--- src/hdl/jep_pkg.sv ---
// Shared types and constants for the JSON event parser.
// Used by the front, queue, back and top-level modules; depends on nothing.

package jep_pkg;

  localparam int QDEPTH = 4;

  localparam logic [3:0] EV_OBJB = 4'd0;
  localparam logic [3:0] EV_OBJE = 4'd1;
  localparam logic [3:0] EV_ARRB = 4'd2;
  localparam logic [3:0] EV_ARRE = 4'd3;
  localparam logic [3:0] EV_TRUE = 4'd4;
  localparam logic [3:0] EV_FALSE = 4'd5;
  localparam logic [3:0] EV_NULL = 4'd6;
  localparam logic [3:0] EV_STRB = 4'd7;
  localparam logic [3:0] EV_STRE = 4'd8;
  localparam logic [3:0] EV_NUMC = 4'd9;
  localparam logic [3:0] EV_NUME = 4'd10;
  localparam logic [3:0] EV_ERR = 4'd11;
  localparam logic [3:0] EV_OK = 4'd12;

  localparam logic [4:0] ERR_TOP = 5'd0;
  localparam logic [4:0] ERR_TRAIL = 5'd1;
  localparam logic [4:0] ERR_VALUE = 5'd2;
  localparam logic [4:0] ERR_LITERAL = 5'd3;
  localparam logic [4:0] ERR_INT = 5'd4;
  localparam logic [4:0] ERR_FRAC = 5'd5;
  localparam logic [4:0] ERR_EXP = 5'd6;
  localparam logic [4:0] ERR_KEY = 5'd7;
  localparam logic [4:0] ERR_COLON = 5'd8;
  localparam logic [4:0] ERR_OBJ_SEP = 5'd9;
  localparam logic [4:0] ERR_ARR_SEP = 5'd10;
  localparam logic [4:0] ERR_CTRL = 5'd11;
  localparam logic [4:0] ERR_ESC = 5'd12;
  localparam logic [4:0] ERR_HEX = 5'd13;
  localparam logic [4:0] ERR_SUR_MISSING = 5'd14;
  localparam logic [4:0] ERR_SUR_RANGE = 5'd15;
  localparam logic [4:0] ERR_EOF_STR = 5'd16;
  localparam logic [4:0] ERR_EOF_NEST = 5'd17;
  localparam logic [4:0] ERR_DEPTH = 5'd18;

  typedef struct packed {
    logic [7:0] in_byte;
    logic       end_of_input;
  } in_t;

  typedef struct packed {
    logic [3:0] event_kind;
    logic [7:0] event_byte;
    logic [4:0] error_code;
    logic       last_of_run;
  } out_t;

  typedef struct packed {
    logic [3:0] kind;
    logic [7:0] data;
    logic [4:0] code;
  } ev_t;

  typedef struct packed {
    logic [2:0]     cnt;
    ev_t  [3:0]     ev;
  } bundle_t;

  typedef struct packed {
    logic full;
    logic empty;
  } qstat_t;

endpackage

--- src/hdl/jep_front.sv ---
// Front end of the JSON event parser: parse state machine, nesting stack memory
// and event bundling. Depends on jep_pkg.

module jep_front #(
  parameter int MAX_DEPTH = 64
) (
  input  logic             clk,
  input  logic             rst,
  input  logic             take,
  input  jep_pkg::in_t     item,
  output logic             push,
  output jep_pkg::bundle_t bundle
);
  import jep_pkg::*;

  localparam int DW = $clog2(MAX_DEPTH + 1);
  localparam int AW = (MAX_DEPTH > 1) ? $clog2(MAX_DEPTH) : 1;

  localparam logic [4:0] M_DOC_START = 5'd0;
  localparam logic [4:0] M_DOC_END = 5'd1;
  localparam logic [4:0] M_HALT = 5'd2;
  localparam logic [4:0] M_OBJ_FIRST = 5'd3;
  localparam logic [4:0] M_OBJ_KEY = 5'd4;
  localparam logic [4:0] M_OBJ_COLON = 5'd5;
  localparam logic [4:0] M_OBJ_AFTER = 5'd6;
  localparam logic [4:0] M_ARR_FIRST = 5'd7;
  localparam logic [4:0] M_ARR_AFTER = 5'd8;
  localparam logic [4:0] M_VALUE = 5'd9;
  localparam logic [4:0] M_STR = 5'd10;
  localparam logic [4:0] M_STR_ESC = 5'd11;
  localparam logic [4:0] M_HEX1 = 5'd12;
  localparam logic [4:0] M_SUR_BS = 5'd13;
  localparam logic [4:0] M_SUR_U = 5'd14;
  localparam logic [4:0] M_HEX2 = 5'd15;
  localparam logic [4:0] M_LIT = 5'd16;
  localparam logic [4:0] M_NUM_SIGN = 5'd17;
  localparam logic [4:0] M_NUM_ZERO = 5'd18;
  localparam logic [4:0] M_NUM_INT = 5'd19;
  localparam logic [4:0] M_NUM_DOT = 5'd20;
  localparam logic [4:0] M_NUM_FRAC = 5'd21;
  localparam logic [4:0] M_NUM_E = 5'd22;
  localparam logic [4:0] M_NUM_ESIGN = 5'd23;
  localparam logic [4:0] M_NUM_EXP = 5'd24;

  typedef struct packed {
    logic [2:0]       n;
    logic [3:0][7:0]  b;
  } utf_t;

  function automatic ev_t mk_ev(input logic [3:0] k, input logic [7:0] d,
                                input logic [4:0] c);
    ev_t e;
    e.kind = k;
    e.data = d;
    e.code = c;
    return e;
  endfunction

  function automatic logic [3:0] word_len(input logic [1:0] c);
    logic [3:0] r;
    unique case (c)
      2'd1: r = 4'd4;
      2'd2: r = 4'd5;
      2'd3: r = 4'd4;
      default: r = 4'd0;
    endcase
    return r;
  endfunction

  function automatic logic [7:0] word_char(input logic [1:0] c, input logic [2:0] p);
    logic [39:0] w;
    unique case (c)
      2'd1: w = {8'h00, 8'h65, 8'h75, 8'h72, 8'h74};
      2'd2: w = {8'h65, 8'h73, 8'h6c, 8'h61, 8'h66};
      2'd3: w = {8'h00, 8'h6c, 8'h6c, 8'h75, 8'h6e};
      default: w = '0;
    endcase
    return (p < 3'd5) ? w[8*p +: 8] : 8'h00;
  endfunction

  function automatic logic [3:0] word_event(input logic [1:0] c);
    logic [3:0] r;
    unique case (c)
      2'd1: r = EV_TRUE;
      2'd2: r = EV_FALSE;
      default: r = EV_NULL;
    endcase
    return r;
  endfunction

  function automatic utf_t utf8(input logic [20:0] cp);
    utf_t u;
    u = '0;
    if (cp <= 21'h7F) begin
      u.n = 3'd1;
      u.b[0] = cp[7:0];
    end else if (cp <= 21'h7FF) begin
      u.n = 3'd2;
      u.b[0] = {3'b110, cp[10:6]};
      u.b[1] = {2'b10, cp[5:0]};
    end else if (cp <= 21'hFFFF) begin
      u.n = 3'd3;
      u.b[0] = {4'b1110, cp[15:12]};
      u.b[1] = {2'b10, cp[11:6]};
      u.b[2] = {2'b10, cp[5:0]};
    end else begin
      u.n = 3'd4;
      u.b[0] = {5'b11110, cp[20:18]};
      u.b[1] = {2'b10, cp[17:12]};
      u.b[2] = {2'b10, cp[11:6]};
      u.b[3] = {2'b10, cp[5:0]};
    end
    return u;
  endfunction

  logic [4:0]    mode, mode_next;
  logic [DW-1:0] depth, depth_next;
  logic          top, top_next;
  logic          rd;
  logic [15:0]   acc, acc_next;
  logic [2:0]    left, left_next;
  logic [9:0]    hs, hs_next;
  logic [1:0]    cand, cand_next;
  logic [3:0]    pos, pos_next;
  logic          is_key, key_next;
  logic          stk [MAX_DEPTH];
  logic          push_stk, push_val;
  logic [DW-1:0] rd_full;

  logic [7:0]    b;
  logic          eof, ws, dig, expo, dot, go;
  logic [4:0]    m, vd_mode, close_mode;
  logic [DW-1:0] close_depth;
  logic [3:0]    hexv;
  logic          hexok;
  logic [15:0]   acc_new;
  logic [2:0]    left_dec;
  logic          sv, op_open, op_close, op_obj, op_utf, err;
  logic [4:0]    err_code;
  logic [20:0]   cp;
  utf_t          u;
  logic [2:0]    cnt;
  ev_t [3:0]     evs;

  always_comb begin
    b = item.in_byte;
    eof = item.end_of_input;
    ws = !eof && (b == 8'h20 || b == 8'h09 || b == 8'h0A || b == 8'h0D);
    dig = !eof && b >= 8'h30 && b <= 8'h39;
    expo = !eof && (b == 8'h65 || b == 8'h45);
    dot = !eof && b == 8'h2E;
    hexok = 1'b1;
    hexv = 4'd0;
    if (b >= 8'h30 && b <= 8'h39) begin
      hexv = b[3:0];
    end else if ((b >= 8'h61 && b <= 8'h66) || (b >= 8'h41 && b <= 8'h46)) begin
      hexv = 4'(b[2:0] + 3'd1) + 4'd8;
    end else begin
      hexok = 1'b0;
    end
    acc_new = {acc[11:0], hexv};
    left_dec = (left != 3'd0) ? left - 3'd1 : 3'd0;
    vd_mode = (depth == '0) ? M_DOC_END : (top ? M_OBJ_AFTER : M_ARR_AFTER);
    close_depth = (depth != '0) ? depth - DW'(1) : '0;
    close_mode = (close_depth == '0) ? M_DOC_END : (rd ? M_OBJ_AFTER : M_ARR_AFTER);

    mode_next = mode;
    depth_next = depth;
    top_next = top;
    acc_next = acc;
    left_next = left;
    hs_next = hs;
    cand_next = cand;
    pos_next = pos;
    key_next = is_key;
    push_stk = 1'b0;
    push_val = 1'b0;
    cnt = 3'd0;
    evs = '0;
    go = 1'b0;
    m = mode;
    sv = 1'b0;
    op_open = 1'b0;
    op_close = 1'b0;
    op_obj = 1'b0;
    op_utf = 1'b0;
    err = 1'b0;
    err_code = ERR_TOP;
    cp = '0;
    u = '0;

    if (take && mode != M_HALT) begin
      go = 1'b1;
      if (mode >= M_LIT) begin
        go = 1'b0;
        if (mode == M_LIT) begin
          if (!eof && b >= 8'h61 && b <= 8'h7A) begin
            if (cand == 2'd0 || pos >= word_len(cand) || b != word_char(cand, pos[2:0])) begin
              cand_next = 2'd0;
            end
            if (pos < 4'd15) begin
              pos_next = pos + 4'd1;
            end
          end else if (cand == 2'd0 || pos != word_len(cand)) begin
            err = 1'b1;
            err_code = ERR_LITERAL;
          end else begin
            evs[cnt[1:0]] = mk_ev(word_event(cand), 8'h00, 5'd0);
            cnt = cnt + 3'd1;
            m = vd_mode;
            go = 1'b1;
          end
        end else if (mode == M_NUM_SIGN || mode == M_NUM_DOT || mode == M_NUM_ESIGN ||
                     (mode == M_NUM_E && (eof || (b != 8'h2B && b != 8'h2D)))) begin
          if (!dig) begin
            err = 1'b1;
            err_code = (mode == M_NUM_SIGN) ? ERR_INT :
                       ((mode == M_NUM_DOT) ? ERR_FRAC : ERR_EXP);
          end else begin
            evs[cnt[1:0]] = mk_ev(EV_NUMC, b, 5'd0);
            cnt = cnt + 3'd1;
            if (mode == M_NUM_SIGN) begin
              mode_next = (b == 8'h30) ? M_NUM_ZERO : M_NUM_INT;
            end else begin
              mode_next = (mode == M_NUM_DOT) ? M_NUM_FRAC : M_NUM_EXP;
            end
          end
        end else if (mode == M_NUM_E) begin
          evs[cnt[1:0]] = mk_ev(EV_NUMC, b, 5'd0);
          cnt = cnt + 3'd1;
          mode_next = M_NUM_ESIGN;
        end else if (dig && mode != M_NUM_ZERO) begin
          evs[cnt[1:0]] = mk_ev(EV_NUMC, b, 5'd0);
          cnt = cnt + 3'd1;
        end else if (dot && (mode == M_NUM_ZERO || mode == M_NUM_INT)) begin
          evs[cnt[1:0]] = mk_ev(EV_NUMC, b, 5'd0);
          cnt = cnt + 3'd1;
          mode_next = M_NUM_DOT;
        end else if (expo && mode != M_NUM_EXP) begin
          evs[cnt[1:0]] = mk_ev(EV_NUMC, b, 5'd0);
          cnt = cnt + 3'd1;
          mode_next = M_NUM_E;
        end else begin
          evs[cnt[1:0]] = mk_ev(EV_NUME, 8'h00, 5'd0);
          cnt = cnt + 3'd1;
          m = vd_mode;
          go = 1'b1;
        end
      end

      if (go) begin
        mode_next = m;
        if (m >= M_STR && m <= M_HEX2 && eof) begin
          err = 1'b1;
          err_code = ERR_EOF_STR;
        end else if (m >= M_OBJ_FIRST && m <= M_VALUE && ws) begin
          mode_next = m;
        end else if (m >= M_OBJ_FIRST && m <= M_VALUE && eof) begin
          err = 1'b1;
          err_code = ERR_EOF_NEST;
        end else begin
          unique case (m)
            M_DOC_START: begin
              if (!ws) begin
                if (!eof && (b == 8'h7B || b == 8'h5B)) begin
                  op_open = 1'b1;
                  op_obj = (b == 8'h7B);
                end else begin
                  err = 1'b1;
                  err_code = ERR_TOP;
                end
              end
            end
            M_DOC_END: begin
              if (!ws) begin
                if (eof) begin
                  evs[cnt[1:0]] = mk_ev(EV_OK, 8'h00, 5'd0);
                  cnt = cnt + 3'd1;
                  mode_next = M_HALT;
                end else begin
                  err = 1'b1;
                  err_code = ERR_TRAIL;
                end
              end
            end
            M_OBJ_FIRST, M_OBJ_KEY: begin
              if (m == M_OBJ_FIRST && b == 8'h7D) begin
                op_close = 1'b1;
                op_obj = 1'b1;
              end else if (b == 8'h22) begin
                key_next = 1'b1;
                mode_next = M_STR;
              end else begin
                err = 1'b1;
                err_code = ERR_KEY;
              end
            end
            M_OBJ_COLON: begin
              if (b == 8'h3A) begin
                mode_next = M_VALUE;
              end else begin
                err = 1'b1;
                err_code = ERR_COLON;
              end
            end
            M_OBJ_AFTER: begin
              if (b == 8'h2C) begin
                mode_next = M_OBJ_KEY;
              end else if (b == 8'h7D) begin
                op_close = 1'b1;
                op_obj = 1'b1;
              end else begin
                err = 1'b1;
                err_code = ERR_OBJ_SEP;
              end
            end
            M_ARR_FIRST: begin
              if (b == 8'h5D) begin
                op_close = 1'b1;
              end else begin
                sv = 1'b1;
              end
            end
            M_ARR_AFTER: begin
              if (b == 8'h2C) begin
                mode_next = M_VALUE;
              end else if (b == 8'h5D) begin
                op_close = 1'b1;
              end else begin
                err = 1'b1;
                err_code = ERR_ARR_SEP;
              end
            end
            M_VALUE: begin
              sv = 1'b1;
            end
            M_STR: begin
              if (b == 8'h22) begin
                evs[cnt[1:0]] = mk_ev(EV_STRE, 8'h00, 5'd0);
                cnt = cnt + 3'd1;
                mode_next = is_key ? M_OBJ_COLON : vd_mode;
              end else if (b == 8'h5C) begin
                mode_next = M_STR_ESC;
              end else if (b < 8'h20) begin
                err = 1'b1;
                err_code = ERR_CTRL;
              end else begin
                evs[cnt[1:0]] = mk_ev(EV_STRB, b, 5'd0);
                cnt = cnt + 3'd1;
              end
            end
            M_STR_ESC: begin
              mode_next = M_STR;
              priority case (b)
                8'h22, 8'h5C, 8'h2F: cp = {13'd0, b};
                8'h6E: cp = 21'h0A;
                8'h72: cp = 21'h0D;
                8'h74: cp = 21'h09;
                8'h62: cp = 21'h08;
                8'h66: cp = 21'h0C;
                8'h75: begin
                  acc_next = '0;
                  left_next = 3'd4;
                  mode_next = M_HEX1;
                end
                default: begin
                  err = 1'b1;
                  err_code = ERR_ESC;
                end
              endcase
              op_utf = (b != 8'h75) && !err;
            end
            M_HEX1, M_HEX2: begin
              if (!hexok) begin
                err = 1'b1;
                err_code = ERR_HEX;
              end else begin
                acc_next = acc_new;
                left_next = left_dec;
                if (left_dec == 3'd0) begin
                  if (m == M_HEX1) begin
                    if (acc_new >= 16'hD800 && acc_new <= 16'hDBFF) begin
                      hs_next = acc_new[9:0];
                      mode_next = M_SUR_BS;
                    end else begin
                      cp = {5'd0, acc_new};
                      op_utf = 1'b1;
                      mode_next = M_STR;
                    end
                  end else if (acc_new < 16'hDC00 || acc_new > 16'hDFFF) begin
                    err = 1'b1;
                    err_code = ERR_SUR_RANGE;
                  end else begin
                    cp = {1'b0, hs, acc_new[9:0]} + 21'h10000;
                    op_utf = 1'b1;
                    mode_next = M_STR;
                  end
                end
              end
            end
            M_SUR_BS: begin
              if (b == 8'h5C) begin
                mode_next = M_SUR_U;
              end else begin
                err = 1'b1;
                err_code = ERR_SUR_MISSING;
              end
            end
            M_SUR_U: begin
              if (b == 8'h75) begin
                acc_next = '0;
                left_next = 3'd4;
                mode_next = M_HEX2;
              end else begin
                err = 1'b1;
                err_code = ERR_SUR_MISSING;
              end
            end
            default: begin
              mode_next = m;
            end
          endcase
        end
      end

      if (sv) begin
        if (b == 8'h22) begin
          key_next = 1'b0;
          mode_next = M_STR;
        end else if (b == 8'h7B || b == 8'h5B) begin
          op_open = 1'b1;
          op_obj = (b == 8'h7B);
        end else if (b == 8'h2D || dig) begin
          evs[cnt[1:0]] = mk_ev(EV_NUMC, b, 5'd0);
          cnt = cnt + 3'd1;
          mode_next = (b == 8'h2D) ? M_NUM_SIGN : ((b == 8'h30) ? M_NUM_ZERO : M_NUM_INT);
        end else if (b == 8'h74 || b == 8'h66 || b == 8'h6E) begin
          cand_next = (b == 8'h74) ? 2'd1 : ((b == 8'h66) ? 2'd2 : 2'd3);
          pos_next = 4'd1;
          mode_next = M_LIT;
        end else begin
          err = 1'b1;
          err_code = ERR_VALUE;
        end
      end

      if (op_open) begin
        if (depth >= DW'(MAX_DEPTH)) begin
          err = 1'b1;
          err_code = ERR_DEPTH;
        end else begin
          push_stk = 1'b1;
          push_val = op_obj;
          top_next = op_obj;
          depth_next = depth + DW'(1);
          evs[cnt[1:0]] = mk_ev(op_obj ? EV_OBJB : EV_ARRB, 8'h00, 5'd0);
          cnt = cnt + 3'd1;
          mode_next = op_obj ? M_OBJ_FIRST : M_ARR_FIRST;
        end
      end

      if (op_close) begin
        depth_next = close_depth;
        top_next = rd;
        evs[cnt[1:0]] = mk_ev(op_obj ? EV_OBJE : EV_ARRE, 8'h00, 5'd0);
        cnt = cnt + 3'd1;
        mode_next = close_mode;
      end

      if (op_utf) begin
        u = utf8(cp);
        for (int i = 0; i < 4; i++) begin
          if (3'(i) < u.n) begin
            evs[i] = mk_ev(EV_STRB, u.b[i], 5'd0);
          end
        end
        cnt = u.n;
      end

      if (err) begin
        evs[cnt[1:0]] = mk_ev(EV_ERR, 8'h00, err_code);
        cnt = cnt + 3'd1;
        mode_next = M_HALT;
      end
    end

    rd_full = depth_next - DW'(2);
  end

  assign push = cnt != 3'd0;
  assign bundle.cnt = cnt;
  assign bundle.ev = evs;

  always_ff @(posedge clk) begin
    if (rst) begin
      mode <= M_DOC_START;
      depth <= '0;
      top <= 1'b0;
      acc <= '0;
      left <= '0;
      hs <= '0;
      cand <= '0;
      pos <= '0;
      is_key <= 1'b0;
    end else begin
      mode <= mode_next;
      depth <= depth_next;
      top <= top_next;
      acc <= acc_next;
      left <= left_next;
      hs <= hs_next;
      cand <= cand_next;
      pos <= pos_next;
      is_key <= key_next;
    end
  end

  always_ff @(posedge clk) begin
    if (push_stk) begin
      stk[depth[AW-1:0]] <= push_val;
    end
    rd <= stk[rd_full[AW-1:0]];
  end

endmodule

--- src/hdl/jep_queue.sv ---
// Short queue of event bundles between the parser front end and the back end.
// Depends on jep_pkg.

module jep_queue (
  input  logic             clk,
  input  logic             rst,
  input  logic             push,
  input  jep_pkg::bundle_t wdata,
  input  logic             pop,
  output jep_pkg::bundle_t head,
  output jep_pkg::qstat_t  stat
);
  import jep_pkg::*;

  localparam int PW = $clog2(QDEPTH);

  bundle_t       mem [QDEPTH];
  logic [PW-1:0] wptr, rptr;
  logic [PW:0]   count;

  assign head = mem[rptr];
  assign stat.full = count == (PW + 1)'(QDEPTH);
  assign stat.empty = count == '0;

  always_ff @(posedge clk) begin
    if (push) begin
      mem[wptr] <= wdata;
    end
  end

  always_ff @(posedge clk) begin
    if (rst) begin
      wptr <= '0;
      rptr <= '0;
      count <= '0;
    end else begin
      if (push) begin
        wptr <= wptr + PW'(1);
      end
      if (pop) begin
        rptr <= rptr + PW'(1);
      end
      if (push && !pop) begin
        count <= count + (PW + 1)'(1);
      end else if (pop && !push) begin
        count <= count - (PW + 1)'(1);
      end
    end
  end

endmodule

--- src/hdl/jep_back.sv ---
// Back end of the JSON event parser: unpacks queued bundles into single events
// held in the output register. Depends on jep_pkg.

module jep_back (
  input  logic             clk,
  input  logic             rst,
  input  jep_pkg::bundle_t head,
  input  jep_pkg::qstat_t  stat,
  output logic             pop,
  output logic             dst_valid,
  input  logic             dst_stall,
  output jep_pkg::out_t    dst_data
);
  import jep_pkg::*;

  logic [1:0] idx;
  logic       load, last;
  ev_t        cur;

  assign load = !stat.empty && (!dst_valid || !dst_stall);
  assign last = {1'b0, idx} == (head.cnt - 3'd1);
  assign cur = head.ev[idx];
  assign pop = load && last;

  always_ff @(posedge clk) begin
    if (rst) begin
      dst_valid <= 1'b0;
      idx <= '0;
    end else begin
      if (load) begin
        dst_valid <= 1'b1;
        idx <= last ? 2'd0 : idx + 2'd1;
      end else if (!dst_stall) begin
        dst_valid <= 1'b0;
      end
    end
  end

  always_ff @(posedge clk) begin
    if (load) begin
      dst_data.event_kind <= cur.kind;
      dst_data.event_byte <= cur.data;
      dst_data.error_code <= cur.code;
      dst_data.last_of_run <= last;
    end
  end

endmodule

--- src/hdl/json_event_parser_unit.sv ---
// Top level of the JSON event parser: front end, bundle queue and back end.
// Depends on jep_pkg, jep_front, jep_queue and jep_back.

// The parser takes one document byte (or the end-of-input marker) per cycle
// and turns it into zero to four events, which it hands out one per cycle on
// the result channel while dst_stall is low, each carrying last_of_run on the
// final event of its byte. The front end decides all events of a byte in the
// cycle the byte transfers and parks them as one bundle in a four-entry queue;
// the back end drains that queue at one event per cycle unless dst_stall holds
// it, and the input stalls only while the queue is full. The nesting stack is
// an internal memory of MAX_DEPTH one-bit entries with a registered read of the
// entry below the top; it needs no clearing after reset. After an error or the
// final docok event the block consumes further input without producing results
// until it is reset.

module json_event_parser_unit #(
  parameter int MAX_DEPTH = 64
) (
  input  logic          clk,
  input  logic          rst,
  input  logic          src_valid,
  output logic          src_stall,
  input  jep_pkg::in_t  src_data,
  output logic          dst_valid,
  input  logic          dst_stall,
  output jep_pkg::out_t dst_data
);
  import jep_pkg::*;

  logic    take, push, pop;
  bundle_t bundle, head;
  qstat_t  stat;

  assign src_stall = stat.full;
  assign take = src_valid && !stat.full;

  jep_front #(
    .MAX_DEPTH(MAX_DEPTH)
  ) u_front (
    .clk   (clk),
    .rst   (rst),
    .take  (take),
    .item  (src_data),
    .push  (push),
    .bundle(bundle)
  );

  jep_queue u_queue (
    .clk  (clk),
    .rst  (rst),
    .push (push),
    .wdata(bundle),
    .pop  (pop),
    .head (head),
    .stat (stat)
  );

  jep_back u_back (
    .clk      (clk),
    .rst      (rst),
    .head     (head),
    .stat     (stat),
    .pop      (pop),
    .dst_valid(dst_valid),
    .dst_stall(dst_stall),
    .dst_data (dst_data)
  );

  a_no_push_when_full: assert property (@(posedge clk) disable iff (rst)
    !(push && stat.full))
    else $error("bundle written into a full queue");

  a_no_pop_when_empty: assert property (@(posedge clk) disable iff (rst)
    !(pop && stat.empty))
    else $error("bundle removed from an empty queue");

  a_error_is_last: assert property (@(posedge clk) disable iff (rst)
    dst_valid && dst_data.event_kind == EV_ERR |-> dst_data.last_of_run)
    else $error("error event is not the final event of its byte");

  a_code_only_on_error: assert property (@(posedge clk) disable iff (rst)
    dst_valid && dst_data.event_kind != EV_ERR |-> dst_data.error_code == 5'd0)
    else $error("nonzero error code on a non-error event");

endmodule
--- config.mk ---
export PLATFORM = sky130hd
export DESIGN_NAME = json_event_parser_unit
export DESIGN_NICKNAME = d
export VERILOG_FILES = /design/src/hdl/jep_pkg.sv /design/src/hdl/jep_front.sv /design/src/hdl/jep_queue.sv /design/src/hdl/jep_back.sv /design/src/hdl/json_event_parser_unit.sv
export SDC_FILE = /design/constraint.sdc
export NUM_CORES = 1
export LEC_CHECK = 0
export BUFFER_PORTS_ARGS = -buffer_cell sky130_fd_sc_hd__buf_4
export CAP_MARGIN = 30
export CORE_MARGIN = 1.5
export CORE_UTILIZATION = 65
export DETAILED_ROUTE_END_ITERATION = 8
export PLACE_DENSITY_LB_ADDON = 0.08
export SKIP_LAST_GASP = 1
export SYNTH_ARGS = -nofsm -noshare
export SYNTH_HDL_FRONTEND = slang
export SYNTH_HIERARCHICAL = 1
export SYNTH_SLANG_ARGS = --single-unit
--- constraint.sdc ---
create_clock -name clk -period 24.1 [get_ports clk]
set_input_delay 3.615 -clock clk [delete_from_list [all_inputs] [get_ports clk]]
set_output_delay 3.615 -clock clk [all_outputs]
set_load 0.1 [all_outputs]
## Yosys cells after proc, flatten, opt, wreduce, memory -nomap -nowiden

Memories as Yosys holds them, arrays and structs flattened. A register that Yosys moved wholly into a read port is not among the register bits.
Index checks and enable logic that the tools add are counted.

- Memories kept: 2
- Memory bits (writable): 348
- Register bits: 73

- Shifts and indexed selects: 1
- Add/subtract/negate cells: 19
- Magnitude comparators: 39
- Equal/unequal tests: 62
- Reductions and logical operators: 83
- Muxes and demuxes: 401
- Bitwise operators: 9

Memories:

| memory | words | bits a word | rd ports | clocked after memory_dff | write ports | line | text |
|---|---|---|---|---|---|---|---|
| u_queue.mem | 4 | 71 | 1 | 1 | 1 | jep_queue.sv:17 | `bundle_t mem [QDEPTH];` |
| u_front.stk | 64 | 1 | 1 | 1 | 1 | jep_front.sv:126 | `logic stk [MAX_DEPTH];` |

Operator list:

| operator | number |
|---|---|
| $mux 68 | 23 |
| $mux 5 | 90 |
| $bwmux 68 | 5 |
| $mux 17 | 20 |
| $mux 21 | 9 |
| $demux 17 s2 | 5 |
| $mux 40 | 4 |
| $pmux 68 s2 | 1 |
| $mux 1 | 133 |
| $mux 3 | 40 |
| $pmux 39 s3 | 1 |
| $eq 8x7->1 const B | 13 |
| $mux 4 | 22 |
| $and 16x64->64 | 1 |
| $eq 8x6->1 const B | 8 |
| $not 64->64 | 1 |
| $and 15x60->60 | 1 |
| $not 60->60 | 1 |
| $pmux 5 s11 | 1 |
| $pmux 5 s10 | 1 |
| $mux 16 | 3 |
| $pmux 8 s6 | 1 |
| $pmux 21 s2 | 1 |
| $eq 5x4->1 const B | 8 |
| 85 further kinds | 221 |

## Longest topological paths before layout

Gate-level depths: netlist of run 1.

- Depth after elaboration: 46
- Mapped depth: 33
- Mapped depth without buffers: 30

## Hierarchy

The synthesis of run 1 kept the hierarchy.

By module, submodules not included:

| module | times used | cells each | area an instance (um^2) |
|---|---|---|---|
| jep_queue | 1 | 415 | 10,750.3 |
| jep_front | 1 | 1,334 | 10,432.5 |
| jep_back | 1 | 61 | 1,148.6 |
| json_event_parser_unit | 1 | 1 | 13.8 |

## Least setup slack after synthesis of run 1

Ideal clock, no wire load.

- Kind: input -> register
- From: input port src_data[2] (netlist name)
- To: memory u_queue/mem[0][0] (netlist name), enable pin
- Data arrival time: 10,917 ps
- Buffers on the path: 5
- Path slack: 12,747 ps
- Cell stages on the path: 28
- Cell sequence: clkbuf_1 -> inv_1 -> ha_1 -> clkbuf_1 -> o21ba_2 -> o211ai_1 -> buf_2 -> nor2_1 -> o311a_1 -> buf_2 -> or3_1 -> buf_2 -> nor3_1 -> nand2_1 -> nor4_1 -> a31oi_1 -> ha_1 -> mux2i_1 -> ha_1 -> a21o_1 -> ha_1 -> nand2_1 -> nand3b_1 -> ha_1 -> and2_1 -> mux2i_1 -> a21o_1 -> and2_1

- Word-level cells in the longest chain between the ends: 40
- Elaborated cells between the ends (all ways): 266

Ends and longest elaborated chain:

| element | line | text |
|---|---|---|
| start: declaration | json_event_parser_unit.sv:23 | `input jep_pkg::in_t src_data,` |
| branches (longest 35 deep; another with $ge 8x6->1) | - |  |
| $mux 3 * | jep_front.sv:480 | `if (err) begin` |
| $mux 3 * | jep_front.sv:192 | `if (take && mode != M_HALT) begin` |
| $reduce_bool 3->1 * | jep_front.sv:490 | `assign push = cnt != 3'd0;` |
| net push | json_event_parser_unit.sv:30 | `logic take, push, pop;` |
| $mux 1 * | jep_queue.sv:26 | `if (push) begin` |
| $mux 1 (implied by the code) * | jep_queue.sv:27 | `mem[wptr] <= wdata;` |
| end: declaration | jep_queue.sv:17 |  |

Mark *: on every way through the listed nets, which the timed path passes. The select of a mux whose other input is x is not followed.

## Final worst setup path of run 1

- From: input port src_data[2] (netlist name)
- To: memory u_queue/mem[0][15] (netlist name), enable pin

Same word-level chain as after synthesis.

==> impl_metrics.ini, run 1 <==
[run_status]
status = finished, final reports clean

[clocking]
path_clk_slew_ns = 0.06
ctsLongestPathBuffers = 3
cts_tree = built
clock_latency_ns = 0.56
clockRootBuffer = clkbuf_16
hold_buffers = 0
htree_levels = 2
cts_buffers = 42
cts_sinks = 424
cts_setup_buffers = 0
cts-resized-gates = 0

[layout]
diodes = 0
final_layout_size_suffix_gt1_share_pct = 15.4
syn_to_final_growth_pct = 7.78
final_cell_mix = edfxtp_1 (366), nor2_1 (221), nand2_1 (111), a21oi_1 (96), mux4_2 (87)
nets = 1861
final_common_cell = edfxtp_1

[timing]
maxSlewViolCount = 0
tightest_slew_ns = 1.05
max_freq_mhz = 86.0
relSlewSlack_pct = 29.9
fin_worst_skew_ns = 0.0259
fin_tns_setup_ns = 0
period_needed_ns = 11.63
hold_viol_final = 0
rsz0062_at_grt = no
whs_ns = 0.498
setup_violations = 0
period_share_pct = 48.3

[hold_path]
min_from = u_front/hs[3]$_SDFFE_PP0P_
worstHoldPathCells = 2
holdPathEnd = u_front/hs[3]$_SDFFE_PP0P_
hp-class = flip-flop to flip-flop

[drt]
viasPerCell = 7.26
wl_per_cell_um = 29.3
vias = 16600
final_antenna_net_count = 0
drt-initial-drc-count = 2784
drt_pass1_iterations = 7
wirelength_um = 66900
drc = 0

[die]
die-area_um2 = 35500
die_height_um = 188
rows = 67
die_x_um = 188
coreArea_um2 = 33700
start_util_pct = 66.3
ios = 33

[power_and_ir_drop]
power.total_mw = 2.03
power_density_nw_per_um2 = 84.3
leakagePower_nw = 8.16
ir_drop_v = 0.0000828

[synthesis]
ys_seq_area_share_pct = 54.4
ys_warn_count = 6
synth_top_family_by_area = simple AND/OR/NAND/NOR gates
synth_edf_count = 366
ys.flop_type = edfxtp_1
synth_cell_types = 119
synthXorXnorAreaFrac_pct = 1.10
syn_area_um2 = 22300
muxShareOfSynthArea_pct = 11.8
synth_seq_cells = 424
synth-simple-area-share_pct = 13.4
synth_fa_ha_area_share_pct = 2.55
synth_compound_area_share_pct = 12.9
synthArstFlopShare_pct = 0
avgSynthCellArea_um2 = 12.3
synthCells = 1811

[place]
gp_congestion = 0.992
hpwl_um = 42000
port_buffers = 32

[worst_setup_path]
critical_path.max_fanout = 63
cp-start-kind = input pin
crit_start = src_data[2]
r2r_start = u_front/mode[4]$_SDFFE_PP0P_
slowest_stage = a21oi_1
rrSetupSlack_ns = 14.57
critical_path_class = input pin to flip-flop
ff2ff_path_depth = 18
timing.rr.end = u_queue/mem[0][15]$_DFFE_PP_
cp.arrival_ns = 11.79
cp.required_ns = 24.26
worstSetupEndpointType = flip-flop
path_cells = buf_4 -> inv_1 -> ha_1 -> or3b_4 -> o211ai_1 -> nand4_1 -> o311a_1 -> nor3_2 -> nand2_1 -> nor3_1 -> o211ai_1 -> a21oi_1 -> o22ai_1 -> nor2_1 -> inv_1 -> ha_1 -> and2_1 -> mux2i_1 -> a21o_1 -> and2_4 -> buf_4
max_stage_delay_ns = 0.87

[global_routing]
grt_remaining_overflow = 0
grt_pass1_wl_um = 101000
grt_usage_pct = 37.7
antenna_found_initial = 0
grt_max_degree = 64
grt_pass1_vias = 16100

[run]
maxCapViolCount = 0
## worst max path at each step
stage / end / slack (ns) / depth (start not counted)
3_3_place_gp: u_queue/mem[2][2]$_DFFE_PP_ / 12.65 / 25
6_report: u_queue/mem[0][15]$_DFFE_PP_ / 12.47 / 21
2_1_floorplan: u_queue/mem[0][0]$_DFFE_PP_ / 12.75 / 28
3_5_place_dp: u_queue/mem[2][2]$_DFFE_PP_ / 12.17 / 25
4_1_cts: u_queue/mem[2][2]$_DFFE_PP_ / 12.59 / 25
5_1_grt: u_queue/mem[2][2]$_DFFE_PP_ / 12.21 / 25
## per-stage QoR
stage	setup WS (ns)	cells	area [um2]	utilization, %
floorplan	12.75	1813	22400	-
global placement	12.65	2200	22700	67.3
detailed placement	12.17	2204	22800	67.5
CTS	12.59	2279	24000	71.3
global route	12.21	2282	24100	71.5
finish	12.47	2282	24100	71.5
## power breakdown
part	switching [mW]	total (mW)	internal, mW	leakage, nW
clock network	0.283	0.630	0.347	0.632
registers	0.0416	0.913	0.871	3.97
logic	0.332	0.488	0.156	3.56
## final cells by class
class,count,area (um2)
sequential,424,12200
fill,2194,9620
multi-input combinational,1223,9360
clock buffer,52,1130
tap,448,561
timing repair buffer,60,526
inverter,52,195
clock inverter,23,151
## layer usage
layer,part of all wire (%),global-route usage (%),wire length [um],vias to the layer above
met2,49,62.6,32600,1263
met4,4.5,14.8,3020,0
met3,10,5.72,6830,221
met5,0,0,0,-
li1,-,-,-,6982
met1,36,50.5,24400,8098
## critical path, delay by kind of cell
kind	cells	cell delay, ns
buffers and inverters	4	1.24
AO/OA/AOI/OAI	6	2.52
AND/OR/NAND/NOR	8	3.42
multiplexers	1	0.27
adder cells (fa/ha/maj)	2	0.60
## cells in the mapped netlist, drive strengths merged (32+ instances only)
cell / instances / area [um2]
ha: 44 / 551
dfxtp: 58 / 1160
a21oi: 100 / 531
inv: 51 / 191
nand2: 112 / 423
o21ai: 66 / 334
edfxtp: 366 / 11000
clkbuf: 52 / 195
nor3: 46 / 250
nand3: 43 / 225
mux4: 88 / 1990
and2: 32 / 205
mux2i: 51 / 510
nor2: 222 / 833
buf: 62 / 483
## registers in the layout, indices dropped and copies added, names as in the netlist, 3 cells and up, named ones only
signal           count
u_back/dst_data     18
u_front/acc         12
u_front/depth        7
u_front/hs          10
u_front/left         3
u_front/mode         5
u_front/pos          4
u_front/stk         64
u_queue/count        3
u_queue/mem        284
## kinds of logic (layout without fill, tap and decap cells)
group / count (synthesis) / in the layout
AOI/OAI and AO/OA: 393 / 393
xor gates and xnor gates: 28 / 28
adders and majority gates: 45 / 45
buffers and inverters: 166 / 187
DFF: 424 / 424
muxes: 151 / 151
other: 1 / 3
and+or+nand+nor: 603 / 603
No activity file was read; power rests on OpenSTA's default activity.
==> inputs of run 2 (changes only) <==
Settings changed: ABC_AREA from default to 1, CORE_UTILIZATION 65 to 58.
Clock period 24.1 ns to 10.55 ns, I/O delays scaled along.
==> impl_metrics.ini, run 2 <==
[hold_path]
min_from = u_queue/rptr[1]$_SDFFE_PP0P_
hp-class = flip-flop to flip-flop
worstHoldPathCells = 1

[synthesis]
synthMostInstantiatedCell = nor2_1
ys_top_cells_by_count = nor2_1 (436), edfxtp_1 (366), nand2_1 (336), inv_1 (248), o21ai_0 (238)
syn_area_um2 = 23200
ys_warn_count = 6
synthTopCellsByArea = edfxtp_1 (47%), nor2_1 (7.1%), nand2_1 (5.4%)
synth_cell_types = 70
avgSynthCellArea_um2 = 8.95
synth_top_area_share_pct = 47.3
synth_edf_count = 366
synth_seq_cells = 424
synthCells = 2594
synth_largest_area_cell = edfxtp_1
ys_seq_area_share_pct = 52.4
synthArstFlopShare_pct = 0
ys.flop_type = edfxtp_1

[clocking]
cts_buffers = 42
clockRootBuffer = clkbuf_16
ctsLongestPathBuffers = 3
cts_setup_buffers = 0
clock_latency_ns = 0.57
path_clk_slew_ns = 0.06
cts_sinks = 424
htree_levels = 2
cts_tree = built
hold_buffers = 0
cts-resized-gates = 0

[worst_setup_path]
max_stage_delay_ns = 0.51
critical_path_class = input pin to flip-flop
ff2ff_path_depth = 35
cp.arrival_ns = 9.06
timing.rr.end = u_queue/mem[2][43]$_DFFE_PP_
worstSetupEndpointType = flip-flop
cp.required_ns = 10.84
slowest_stage = clkinv_2
rrSetupSlack_ns = 2.49
cp-start-kind = input pin
critical_path.max_fanout = 43
r2r_start = u_front/cand[0]$_SDFFE_PP0P_

[die]
ios = 33
coreArea_um2 = 39600
rows = 73
die-area_um2 = 41200
start_util_pct = 58.6
die_height_um = 203
die_x_um = 203

[global_routing]
grt_remaining_overflow = 0
antenna_found_initial = 1
grt_pass1_vias = 18400
grt_usage_pct = 33.1
grt_max_degree = 82
grt_pass1_wl_um = 105000

[timing]
maxSlewViolCount = 0
hold_viol_final = 0
period_share_pct = 83.1
fin_worst_skew_ns = 0.0159
tightest_slew_ns = 1.03
setup_violations = 0
fin_tns_setup_ns = 0
relSlewSlack_pct = 31.3
period_needed_ns = 8.77
max_freq_mhz = 114
rsz0062_at_grt = no

[power_and_ir_drop]
leakagePower_nw = 9.58
ir_drop_v = 0.000129
power_density_nw_per_um2 = 203

[layout]
fillers = 3344
final_cell_mix = nor2_1 (435), edfxtp_1 (366), nand2_1 (336), inv_1 (244), o21ai_0 (238)
nets = 2634
syn_to_final_growth_pct = 7.95
stdcell_area_um2 = 25100
diodes = 0
final_layout_size_suffix_gt1_share_pct = 10.7
regMostFlops = u_queue/mem
final_common_cell = nor2_1
largest_reg_flops = 284

[drt]
drc = 0
vias = 19400
viasPerCell = 6.18
wl_per_cell_um = 21.7
wirelength_um = 68100
final_antenna_net_count = 0
drt_pass1_iterations = 9
drt-initial-drc-count = 1946

[place]
gp_congestion = 1.00
hpwl_um = 46900
port_buffers = 32
place_area_um2 = 23600

[run]
maxCapViolCount = 0

[run_status]
status = finished, final reports clean
run 2: how the worst max path moves through the flow:
stage | from | endpoint | slack (ns)
after floorplan | src_data[2] | u_queue/mem[0][0]$_DFFE_PP_ | 1.93
after global placement | src_data[2] | u_queue/mem[3][40]$_DFFE_PP_ | 1.51
after detailed placement | src_data[2] | u_queue/mem[2][7]$_DFFE_PP_ | 1.39
after CTS | src_data[2] | u_queue/mem[2][42]$_DFFE_PP_ | 1.96
after global routing | src_data[2] | u_queue/mem[3][61]$_DFFE_PP_ | 1.23
final | src_data[2] | u_queue/mem[2][43]$_DFFE_PP_ | 1.78
run 2: per-layer routing:
layer / up-vias / routed length [um] / track usage, %
met1: 9273 / 27900 / 45.1
met2: 998 / 31800 / 53.1
met5: - / 54 / 0
met3: 165 / 5900 / 5.76
met4: 2 / 2500 / 12.6
li1: 8927 / - / -
run 2: metrics by stage:
stage	util [%]	total power, mW	worst slack (ns)	instances	hold slack (ns)
3_5_place_dp	59.6	3.57	1.39	3057	0.430
3_3_place_gp	59.5	3.55	1.51	3055	0.415
4_1_cts	63.2	5.11	1.96	3134	0.439
2_1_floorplan	-	3.22	1.93	2596	0.412
5_1_grt	63.2	5.30	1.23	3134	0.457
6_report	63.2	5.10	1.78	3134	0.441
run 2: cell families (layout without fill, tap and decap cells):
kind of cell	Yosys count	after routing	share of synthesized area, %
fa+ha+maj	45	45	2.46
xor+xnor	16	16	0.604
other cells	1	3	0.0162
compound gates	570	570	14.1
simple gates	1123	1123	22.3
flops	424	424	52.4
buf+inv	415	428	8.16
run 2: power by group:
group | total, mW | switching (mW) | internal (mW)
Clock | 1.54 | 0.628 | 0.915
Sequential | 2.14 | 0.0880 | 2.06
Combinational | 1.41 | 1.07 | 0.337
run 2: worst max-delay path, delay by kind of cell:
family | cells | cell delay (ns)
AOI/OAI and AO/OA | 4 | 0.88
adders and majority gates | 5 | 1.28
buffers and inverters | 11 | 2.14
and+or+nand+nor | 19 | 3.14
run 2: layout make-up:
type	instances	area [um2]	area share, %
repair buffers	54	473	1.89
multi-input cells	1757	9200	36.7
clock buffers	55	1140	4.55
inverters	297	1140	4.56
clock inverters	22	287	1.14
well taps	525	657	2.62
flip-flops and latches	424	12200	48.5
